## config.mk

```make
export PLATFORM = sky130hd
export DESIGN_NAME = tiny_register_machine_step_flat
export DESIGN_NICKNAME = d
export VERILOG_FILES = /design/src/rtl/trm_pkg.sv /design/src/rtl/trm_stream_if.sv /design/src/rtl/tiny_register_machine_step.sv /design/src/flat_wrapper.sv
export VERILOG_INCLUDE_DIRS = /design/src /design/src/rtl
export SDC_FILE = /design/constraint.sdc
export NUM_CORES = 1
export LEC_CHECK = 0
export BUFFER_PORTS_ARGS = -buffer_cell sky130_fd_sc_hd__buf_4
export CORE_UTILIZATION = 62
export CTS_CLUSTER_DIAMETER = 80
export DETAILED_ROUTE_END_ITERATION = 16
export GPL_ROUTABILITY_DRIVEN = 1
export GPL_TIMING_DRIVEN = 0
export PLACE_DENSITY = 0.86
export SLEW_MARGIN = 20
export SYNTH_ARGS = -nofsm -noshare
export SYNTH_HDL_FRONTEND = slang
export SYNTH_SLANG_ARGS = --single-unit
```

## constraint.sdc

```tcl
create_clock -name i_clk -period 6.5 [get_ports i_clk]
set_clock_uncertainty 0.2 [all_clocks]
set_input_delay 0.975 -clock i_clk [delete_from_list [all_inputs] [get_ports i_clk]]
set_output_delay 0.975 -clock i_clk [all_outputs]
set_load 0.1 [all_outputs]
```

## src/rtl/tiny_register_machine_step_assert.svh

```systemverilog
// Assertion macros for the register machine step block.
`ifndef TINY_REGISTER_MACHINE_STEP_ASSERT_SVH
`define TINY_REGISTER_MACHINE_STEP_ASSERT_SVH

`ifndef SYNTH
// Same-cycle implication, checked on every rising edge outside reset.
`define TRM_ASSERT_IMP(lbl, clk, rst_n, ante, cons) \
    lbl: assert property (@(posedge clk) disable iff (!rst_n) (ante) |-> (cons)) \
        else $error("trm: implication check failed");
// Next-cycle implication.
`define TRM_ASSERT_NXT(lbl, clk, rst_n, ante, cons) \
    lbl: assert property (@(posedge clk) disable iff (!rst_n) (ante) |=> (cons)) \
        else $error("trm: next-cycle check failed");
`else
`define TRM_ASSERT_IMP(lbl, clk, rst_n, ante, cons)
`define TRM_ASSERT_NXT(lbl, clk, rst_n, ante, cons)
`endif

`endif

```

## src/rtl/trm_pkg.sv

```systemverilog
`default_nettype none

package trm_pkg;

    localparam int PROGRAM_DEPTH_DEF  = 256;
    localparam int REGISTER_COUNT_DEF = 8;

    localparam int KIND_W   = 4;
    localparam int RIDX_W   = 3;
    localparam int DATA_W   = 32;
    localparam int TARGET_W = 8;
    localparam int NPC_W    = 9;

    // instruction kinds
    localparam logic [KIND_W-1:0] K_END  = 4'd0;
    localparam logic [KIND_W-1:0] K_MOVE = 4'd1;
    localparam logic [KIND_W-1:0] K_ADD  = 4'd2;
    localparam logic [KIND_W-1:0] K_SUB  = 4'd3;
    localparam logic [KIND_W-1:0] K_CMP  = 4'd4;
    localparam logic [KIND_W-1:0] K_BNE  = 4'd5;
    localparam logic [KIND_W-1:0] K_BEQ  = 4'd6;
    localparam logic [KIND_W-1:0] K_BLT  = 4'd7;
    localparam logic [KIND_W-1:0] K_BGE  = 4'd8;
    localparam logic [KIND_W-1:0] K_JMP  = 4'd9;

    typedef struct packed {
        logic [KIND_W-1:0]          kind;
        logic [RIDX_W-1:0]          dest_reg;
        logic                       src_is_reg;
        logic [RIDX_W-1:0]          src_reg;
        logic signed [DATA_W-1:0]   immediate;
        logic [TARGET_W-1:0]        target;
    } t_trm_instr;

    typedef struct packed {
        logic [NPC_W-1:0]           next_pc;
        logic                       halted;
        logic                       reg_written;
        logic [RIDX_W-1:0]          written_reg;
        logic signed [DATA_W-1:0]   written_value;
        logic                       zero_flag;
        logic                       less_flag;
    } t_trm_result;

endpackage

`default_nettype wire

```

## src/rtl/trm_stream_if.sv

```systemverilog
`default_nettype none

interface trm_stream_if #(
    parameter type t_payload = logic
);
    logic     valid;
    logic     ready;
    t_payload data;

    modport source (output valid, output data, input ready);
    modport sink   (input valid, input data, output ready);
endinterface

`default_nettype wire

```

## src/rtl/tiny_register_machine_step.sv

```systemverilog
// Stages: two, input and output; a word moves on when the output stage is free or drains.
// Throughput: one instruction word per cycle while results are taken; the loop setting it
//   is register-file read, single add/subtract/compare and write-back, closed by a bypass.
// Reset: synchronous, active low; clears the stage valids, program counter, flags,
//   halt and the per-register valid bits (every register then reads as zero).
`default_nettype none

`include "tiny_register_machine_step_assert.svh"

module tiny_register_machine_step #(
    parameter int PROGRAM_DEPTH  = trm_pkg::PROGRAM_DEPTH_DEF,
    parameter int REGISTER_COUNT = trm_pkg::REGISTER_COUNT_DEF
) (
    input  wire logic   i_clk,
    input  wire logic   i_rst_n,
    trm_stream_if.sink   i_instr,
    trm_stream_if.source o_result
);

    // Counter must hold PROGRAM_DEPTH itself and any 8-bit branch target.
    localparam int PC_W = ($clog2(PROGRAM_DEPTH + 1) > trm_pkg::TARGET_W) ?
                          $clog2(PROGRAM_DEPTH + 1) : trm_pkg::TARGET_W;
    localparam int REG_IDX_W = $clog2(REGISTER_COUNT);
    localparam logic [PC_W-1:0] DEPTH_PC = PC_W'(PROGRAM_DEPTH);

    // ------------------------------------------------------------------
    // Handshake: input stage holds one word, output stage holds one result.
    // The input stage advances whenever the output stage is free or drains.
    // ------------------------------------------------------------------
    logic                  r_in_valid;
    trm_pkg::t_trm_instr   r_in;
    logic                  r_out_valid;
    trm_pkg::t_trm_result  r_out;

    logic in_fire;
    logic advance;

    assign advance        = r_in_valid && (!r_out_valid || o_result.ready);
    assign i_instr.ready  = !r_in_valid || advance;
    assign in_fire        = i_instr.valid && i_instr.ready;
    assign o_result.valid = r_out_valid;
    assign o_result.data  = r_out;

    // ------------------------------------------------------------------
    // Architectural state
    // ------------------------------------------------------------------
    logic [PC_W-1:0]            r_pc;
    logic                       r_stopped;
    logic                       r_eq;
    logic                       r_lt;

    // Register file: payload array without reset, valid bits with reset.
    logic [trm_pkg::DATA_W-1:0] r_regs [REGISTER_COUNT];
    logic [REGISTER_COUNT-1:0]  r_reg_vld;

    // Registered read ports, captured when the word enters the input stage.
    logic [trm_pkg::DATA_W-1:0] r_a_mem;
    logic [trm_pkg::DATA_W-1:0] r_b_mem;
    logic                       r_a_ok;
    logic                       r_b_ok;
    logic                       r_a_byp;
    logic                       r_b_byp;
    logic [trm_pkg::DATA_W-1:0] r_byp_val;

    // ------------------------------------------------------------------
    // Execute (between input stage and output stage)
    // ------------------------------------------------------------------
    logic [trm_pkg::DATA_W-1:0] a_val;
    logic [trm_pkg::DATA_W-1:0] b_val;
    logic [trm_pkg::DATA_W-1:0] alu_val;
    logic                       do_wr;
    logic                       taken;
    logic                       dst_in_rng;
    logic                       wr_en;
    logic [REG_IDX_W-1:0]       wr_idx;
    logic [PC_W-1:0]            n_pc;
    logic                       n_stopped;
    logic                       n_eq;
    logic                       n_lt;

    // Select the operand source: bypassed write, stored value, or zero for
    // an unwritten or out-of-range register.
    assign a_val = r_a_byp ? r_byp_val : (r_a_ok ? r_a_mem : '0);
    assign b_val = r_in.src_is_reg ?
                   (r_b_byp ? r_byp_val : (r_b_ok ? r_b_mem : '0)) :
                   r_in.immediate;

    assign dst_in_rng = int'(r_in.dest_reg) < REGISTER_COUNT;
    assign wr_idx     = REG_IDX_W'(r_in.dest_reg);

    always_comb begin
        alu_val   = '0;
        do_wr     = 1'b0;
        taken     = 1'b0;
        n_pc      = r_pc;
        n_stopped = r_stopped;
        n_eq      = r_eq;
        n_lt      = r_lt;
        if (!r_stopped) begin
            case (r_in.kind)
                trm_pkg::K_END: begin
                    n_stopped = 1'b1;
                end
                trm_pkg::K_MOVE: begin
                    alu_val = b_val;
                    do_wr   = 1'b1;
                end
                trm_pkg::K_ADD: begin
                    alu_val = a_val + b_val;
                    do_wr   = 1'b1;
                end
                trm_pkg::K_SUB: begin
                    alu_val = a_val - b_val;
                    do_wr   = 1'b1;
                end
                trm_pkg::K_CMP: begin
                    n_eq = (a_val == b_val);
                    n_lt = ($signed(a_val) < $signed(b_val));
                end
                trm_pkg::K_BNE: taken = !r_eq;
                trm_pkg::K_BEQ: taken = r_eq;
                trm_pkg::K_BLT: taken = r_lt;
                trm_pkg::K_BGE: taken = !r_lt;
                trm_pkg::K_JMP: taken = 1'b1;
                default: ;
            endcase
            // End keeps the counter; everything else advances or branches,
            // and running off the end of the program halts for good.
            if (r_in.kind != trm_pkg::K_END) begin
                n_pc = taken ? PC_W'(r_in.target) : r_pc + PC_W'(1);
                if (n_pc >= DEPTH_PC) begin
                    n_stopped = 1'b1;
                end
            end
        end
    end

    // Drop writes aimed past the last register.
    assign wr_en = advance && do_wr && dst_in_rng;

    // ------------------------------------------------------------------
    // Input stage with register-file read
    // ------------------------------------------------------------------
    logic a_rd_in_rng;
    logic b_rd_in_rng;
    logic [REG_IDX_W-1:0] a_rd_idx;
    logic [REG_IDX_W-1:0] b_rd_idx;

    assign a_rd_in_rng = int'(i_instr.data.dest_reg) < REGISTER_COUNT;
    assign b_rd_in_rng = int'(i_instr.data.src_reg) < REGISTER_COUNT;
    assign a_rd_idx    = REG_IDX_W'(i_instr.data.dest_reg);
    assign b_rd_idx    = REG_IDX_W'(i_instr.data.src_reg);

    always_ff @(posedge i_clk) begin
        if (!i_rst_n) begin
            r_in_valid <= 1'b0;
        end else if (in_fire) begin
            r_in_valid <= 1'b1;
        end else if (advance) begin
            r_in_valid <= 1'b0;
        end
    end

    // Capture the word and its operands; forward the write that retires at
    // this same edge so the next word sees it.
    always_ff @(posedge i_clk) begin
        if (in_fire) begin
            r_in      <= i_instr.data;
            r_a_mem   <= r_regs[a_rd_idx];
            r_b_mem   <= r_regs[b_rd_idx];
            r_a_ok    <= a_rd_in_rng && r_reg_vld[a_rd_idx];
            r_b_ok    <= b_rd_in_rng && r_reg_vld[b_rd_idx];
            r_a_byp   <= wr_en && (i_instr.data.dest_reg == r_in.dest_reg);
            r_b_byp   <= wr_en && (i_instr.data.src_reg == r_in.dest_reg);
            r_byp_val <= alu_val;
        end
    end

    // Register-file write port.
    always_ff @(posedge i_clk) begin
        if (wr_en) begin
            r_regs[wr_idx] <= alu_val;
        end
    end

    // ------------------------------------------------------------------
    // State update and output stage
    // ------------------------------------------------------------------
    always_ff @(posedge i_clk) begin
        if (!i_rst_n) begin
            r_pc        <= '0;
            r_stopped   <= 1'b0;
            r_eq        <= 1'b0;
            r_lt        <= 1'b0;
            r_reg_vld   <= '0;
            r_out_valid <= 1'b0;
        end else begin
            if (advance) begin
                r_pc        <= n_pc;
                r_stopped   <= n_stopped;
                r_eq        <= n_eq;
                r_lt        <= n_lt;
                r_out_valid <= 1'b1;
            end else if (o_result.ready) begin
                r_out_valid <= 1'b0;
            end
            if (wr_en) begin
                r_reg_vld[wr_idx] <= 1'b1;
            end
        end
    end

    // Result payload; a dropped or absent write reports index and value zero.
    always_ff @(posedge i_clk) begin
        if (advance) begin
            r_out.next_pc       <= trm_pkg::NPC_W'(n_pc);
            r_out.halted        <= n_stopped;
            r_out.reg_written   <= wr_en;
            r_out.written_reg   <= wr_en ? r_in.dest_reg : '0;
            r_out.written_value <= wr_en ? alu_val : '0;
            r_out.zero_flag     <= n_eq;
            r_out.less_flag     <= n_lt;
        end
    end

    // ------------------------------------------------------------------
    // Assertions
    // ------------------------------------------------------------------
    `TRM_ASSERT_NXT(a_halt_sticky, i_clk, i_rst_n, r_stopped, r_stopped)
    `TRM_ASSERT_IMP(a_halt_no_write, i_clk, i_rst_n, advance && r_stopped, !wr_en)
    `TRM_ASSERT_IMP(a_pc_in_program, i_clk, i_rst_n, !r_stopped, r_pc < DEPTH_PC)

endmodule

`default_nettype wire

```

## src/flat_wrapper.sv

```systemverilog
// flat-port wrapper written by rule: the top's interface ports become plain ports
module tiny_register_machine_step_flat import trm_pkg::*;
#(
    parameter int PROGRAM_DEPTH  = trm_pkg::PROGRAM_DEPTH_DEF,
    parameter int REGISTER_COUNT = trm_pkg::REGISTER_COUNT_DEF
)
  (i_clk, i_rst_n, i_instr_valid, i_instr_data, i_instr_ready, o_result_valid, o_result_data, o_result_ready);
  trm_stream_if #(.t_payload(t_trm_instr)) i_instr_i ();
  trm_stream_if #(.t_payload(t_trm_result)) o_result_i ();
  input  wire logic i_clk;
  input  wire logic i_rst_n;
  input wire logic [$bits(i_instr_i.valid)-1:0] i_instr_valid;
  input wire logic [$bits(i_instr_i.data)-1:0] i_instr_data;
  output wire logic [$bits(i_instr_i.ready)-1:0] i_instr_ready;
  output wire logic [$bits(o_result_i.valid)-1:0] o_result_valid;
  output wire logic [$bits(o_result_i.data)-1:0] o_result_data;
  input wire logic [$bits(o_result_i.ready)-1:0] o_result_ready;
  assign i_instr_i.valid = i_instr_valid;
  assign i_instr_i.data = i_instr_data;
  assign i_instr_ready = i_instr_i.ready;
  assign o_result_valid = o_result_i.valid;
  assign o_result_data = o_result_i.data;
  assign o_result_i.ready = o_result_ready;
  tiny_register_machine_step #(.PROGRAM_DEPTH(PROGRAM_DEPTH), .REGISTER_COUNT(REGISTER_COUNT)) u_core (.i_clk(i_clk), .i_rst_n(i_rst_n), .i_instr(i_instr_i), .o_result(o_result_i));
endmodule
```

==> results.ini <==
[worst_hold_path]
whs_path_depth=2
hold_class=reg2reg

[yosys]
async_reset_ff_share_pct=0
synthDominantCellAreaShare_pct=55.5
yosysMostFrequentCell=edfxtp_1
ys.flop_type=edfxtp_1
syn_nets=1898
seq_area_frac_synth_pct=57.3
synth_area_leader_cell=edfxtp_1
syn_inst=1776
synth_edf_count=452
ys_types=94
synth_area_leaders=edfxtp_1 (55%), mux4_2 (12%), ha_1 (3.3%)
syn_avg_cell_area_um2=13.8
ys_ff_latch=474
yosysWarnings=0
synthesis.area_um2=24500
synth_commonest_cells=edfxtp_1 (452), nor2_1 (164), mux4_2 (132)

[floorplanning]
die_h_um=201
std_cell_rows=72
io_pins=105
core_area_um2=38700
initial_core_util_pct=63.1
die_area_um2=40300
chipWidth_um=201

[power_and_ir_drop]
p_int_mw=5.28
finalPower_mw=7.31
pwr-share-comb_pct=15.1
leakagePower_nw=9.83
p_per_area_nw_per_um2=263
power_frac_seq_pct=47.3
p_sw_mw=2.03
switching_share_pct=27.8
vdd_drop_max_mv=0.236
clockPowerShare_pct=37.5

[grt]
grt_pass1_vias=17800
grt_pass1_wl_um=115000
grt.overflow.total=0
grt_antenna_before_repair=2
grt_max_degree=62
track_usage_pct=39.1

[routing]
drc=0
drt_iter0_drc=2675
ant_nets=0
drt-wirelength-per-cell_um=31.3
drt_first_pass_iters=5
wl_um=78800
vias=18000
viasPerCell=7.16

[clock_tree]
clock_path_buffers=3
path_clk_slew_ns=0.07
clock_sinks=474
cts-root-buf=clkbuf_16
cts_tree=done
htreeDepth=2
cts_made_buffers=47
worst_skew_pair.late_latency_ns=0.61

[timing]
clock.fmax_ghz=0.158
relSlewSlack_pct=26.1
period_share_pct=97.3
worstMarginPinSlew_ns=1.11
hold_viol=0
setup_violations=0
fin_crit_ns=6.33
timing.setup.tns_ns=0
slew_violations=0
grt_setup_unrepaired=no

[worst_setup_path]
cp_cell_sequence=buf_2, nor2b_1, clkbuf_1, clkbuf_1, a22oi_1, a21oi_1, ha_1, fa_1, a211oi_2, nor4b_2, o211ai_1, a2111oi_2, nor3_1, o31ai_2, xnor2_1, a22oi_2, nor2_1
rrSetupSlack_ns=0.17
cpMostUsedCell=clkbuf_1
worstSetupPathType=reg2reg
critPathLaunchType=flip-flop
max_stage_delay_ns=0.77
r2r_cells=17
cp.arrival_ns=6.40
cp.required_ns=6.57
crit_path_end_kind=flip-flop
path_max_fanout=10
slowest_stage=nor2_1

[place]
io_buffers=101
dp_hpwl_um=54600
place_congestion=1.03

[job]
maxCapViolCount=0

[final_layout]
final_nets=2080
syn2layout_area_growth_pct=13.8
drive_gt1_share_pct=23.6

[outcome]
outcome=completed

-- what timing repair did --
action	4_1_cts	5_1_grt
setup endpoints to repair	0	33
hold buffers	0	0
setup buffers	0	1
resized for setup	0	3
-- kinds of logic after synthesis --
| logic type | share of synthesized area (%) |
|---|---|
| buffers and inverters | 2.94 |
| multiplexers | 15.5 |
| adder cells (fa/ha/maj) | 3.49 |
| AO/OA/AOI/OAI | 11.1 |
| XOR/XNOR | 1.25 |
| AND/OR/NAND/NOR | 8.42 |
| flip-flops | 57.3 |
-- stage by stage --
stage	util [%]	hold WS (ns)	std cells	area [µm²]	setup WS, ns
5_1_grt	71.8	0.324	2513	27800	0.0563
6_report	71.9	0.304	2514	27800	0.174
2_1_floorplan	-	0.252	1776	24500	0.571
4_1_cts	71.7	0.303	2512	27800	0.194
3_5_place_dp	67.8	0.278	2426	26300	0.273
3_3_place_gp	66.8	0.258	2395	25900	-2.91
-- layout make-up --
type / count / area, µm²
Antenna cell: 1 / 2.50
Sequential cell: 474 / 14000
Multi-Input combinational cell: 1121 / 9810
Timing Repair Buffer: 133 / 1120
Clock buffer: 55 / 1230
Buffer: 112 / 464
Tap cell: 518 / 648
Fill cell: 2447 / 10900
Inverter: 69 / 259
Clock inverter: 31 / 287
-- power by group through the flow --
stage	clock (mW)	sequential [mW]	combinational [mW]
floorplan	0	3.60	0.658
global placement	0	3.53	1.04
detailed placement	0	3.52	1.06
CTS	2.74	3.46	1.08
global route	2.84	3.46	1.16
finish	2.74	3.46	1.11
-- metal layers --
layer	GRT usage, %	share of wire, %	up-vias
li1	-	-	7344
met1	50.8	35	8792
met2	63.5	48	1531
met3	7.92	12	320
met4	18.5	5.0	2
met5	0	0.011	-
-- registers in the layout (all words and copies together) (netlist names), 3 cells and up --
register	cells
u_core.wr_idx	3
u_core.r_reg_vld	8
u_core.r_a_mem	32
u_core.r_regs	256
u_core.r_pc	9
u_core.o_result.data	48
u_core.r_byp_val	32
u_core.r_b_mem	32
u_core.r_in	45
-- worst max-delay path, delay by kind of cell (launching register included) --
kind            cells  cell delay [ns]
xor+xnor            1             0.18
flops               1             0.37
simple gates        4             1.73
compound gates      7             1.80
buf+inv             3             1.18
fa+ha+maj           2             0.54
-- worst paths after layout --
check	start	end
worst max-delay path	u_core.r_b_byp	u_core.r_regs[4][24]
worst min-delay path	u_core.r_pc[7]	u_core.r_pc[7]
worst max register to register	u_core.r_b_byp	u_core.r_regs[4][24]
worst min register to register	u_core.r_pc[7]	u_core.r_pc[7]
-- cell usage in the layout, fill, tap and decap left out, types with 15 or more instances in the layout --
master,Yosys,routed
clkbuf_16,0,48
inv_1,65,65
a22o_1,33,33
xnor2_1,25,25
nand4_1,18,18
nand3_1,28,28
nor2_1,164,158
a22oi_1,44,44
mux4_2,132,132
and2_1,20,19
clkbuf_1,71,77
ha_1,65,65
nor2b_1,15,15
o21ai_0,54,54
a211oi_1,15,15
buf_2,20,24
edfxtp_1,452,452
mux2_2,68,68
nand2_1,85,85
a21oi_1,109,109
buf_4,2,118
nand2b_1,15,15
nor4_1,18,15
buf_1,18,18
dfxtp_1,22,22
(Power assumes the default switching activity.)
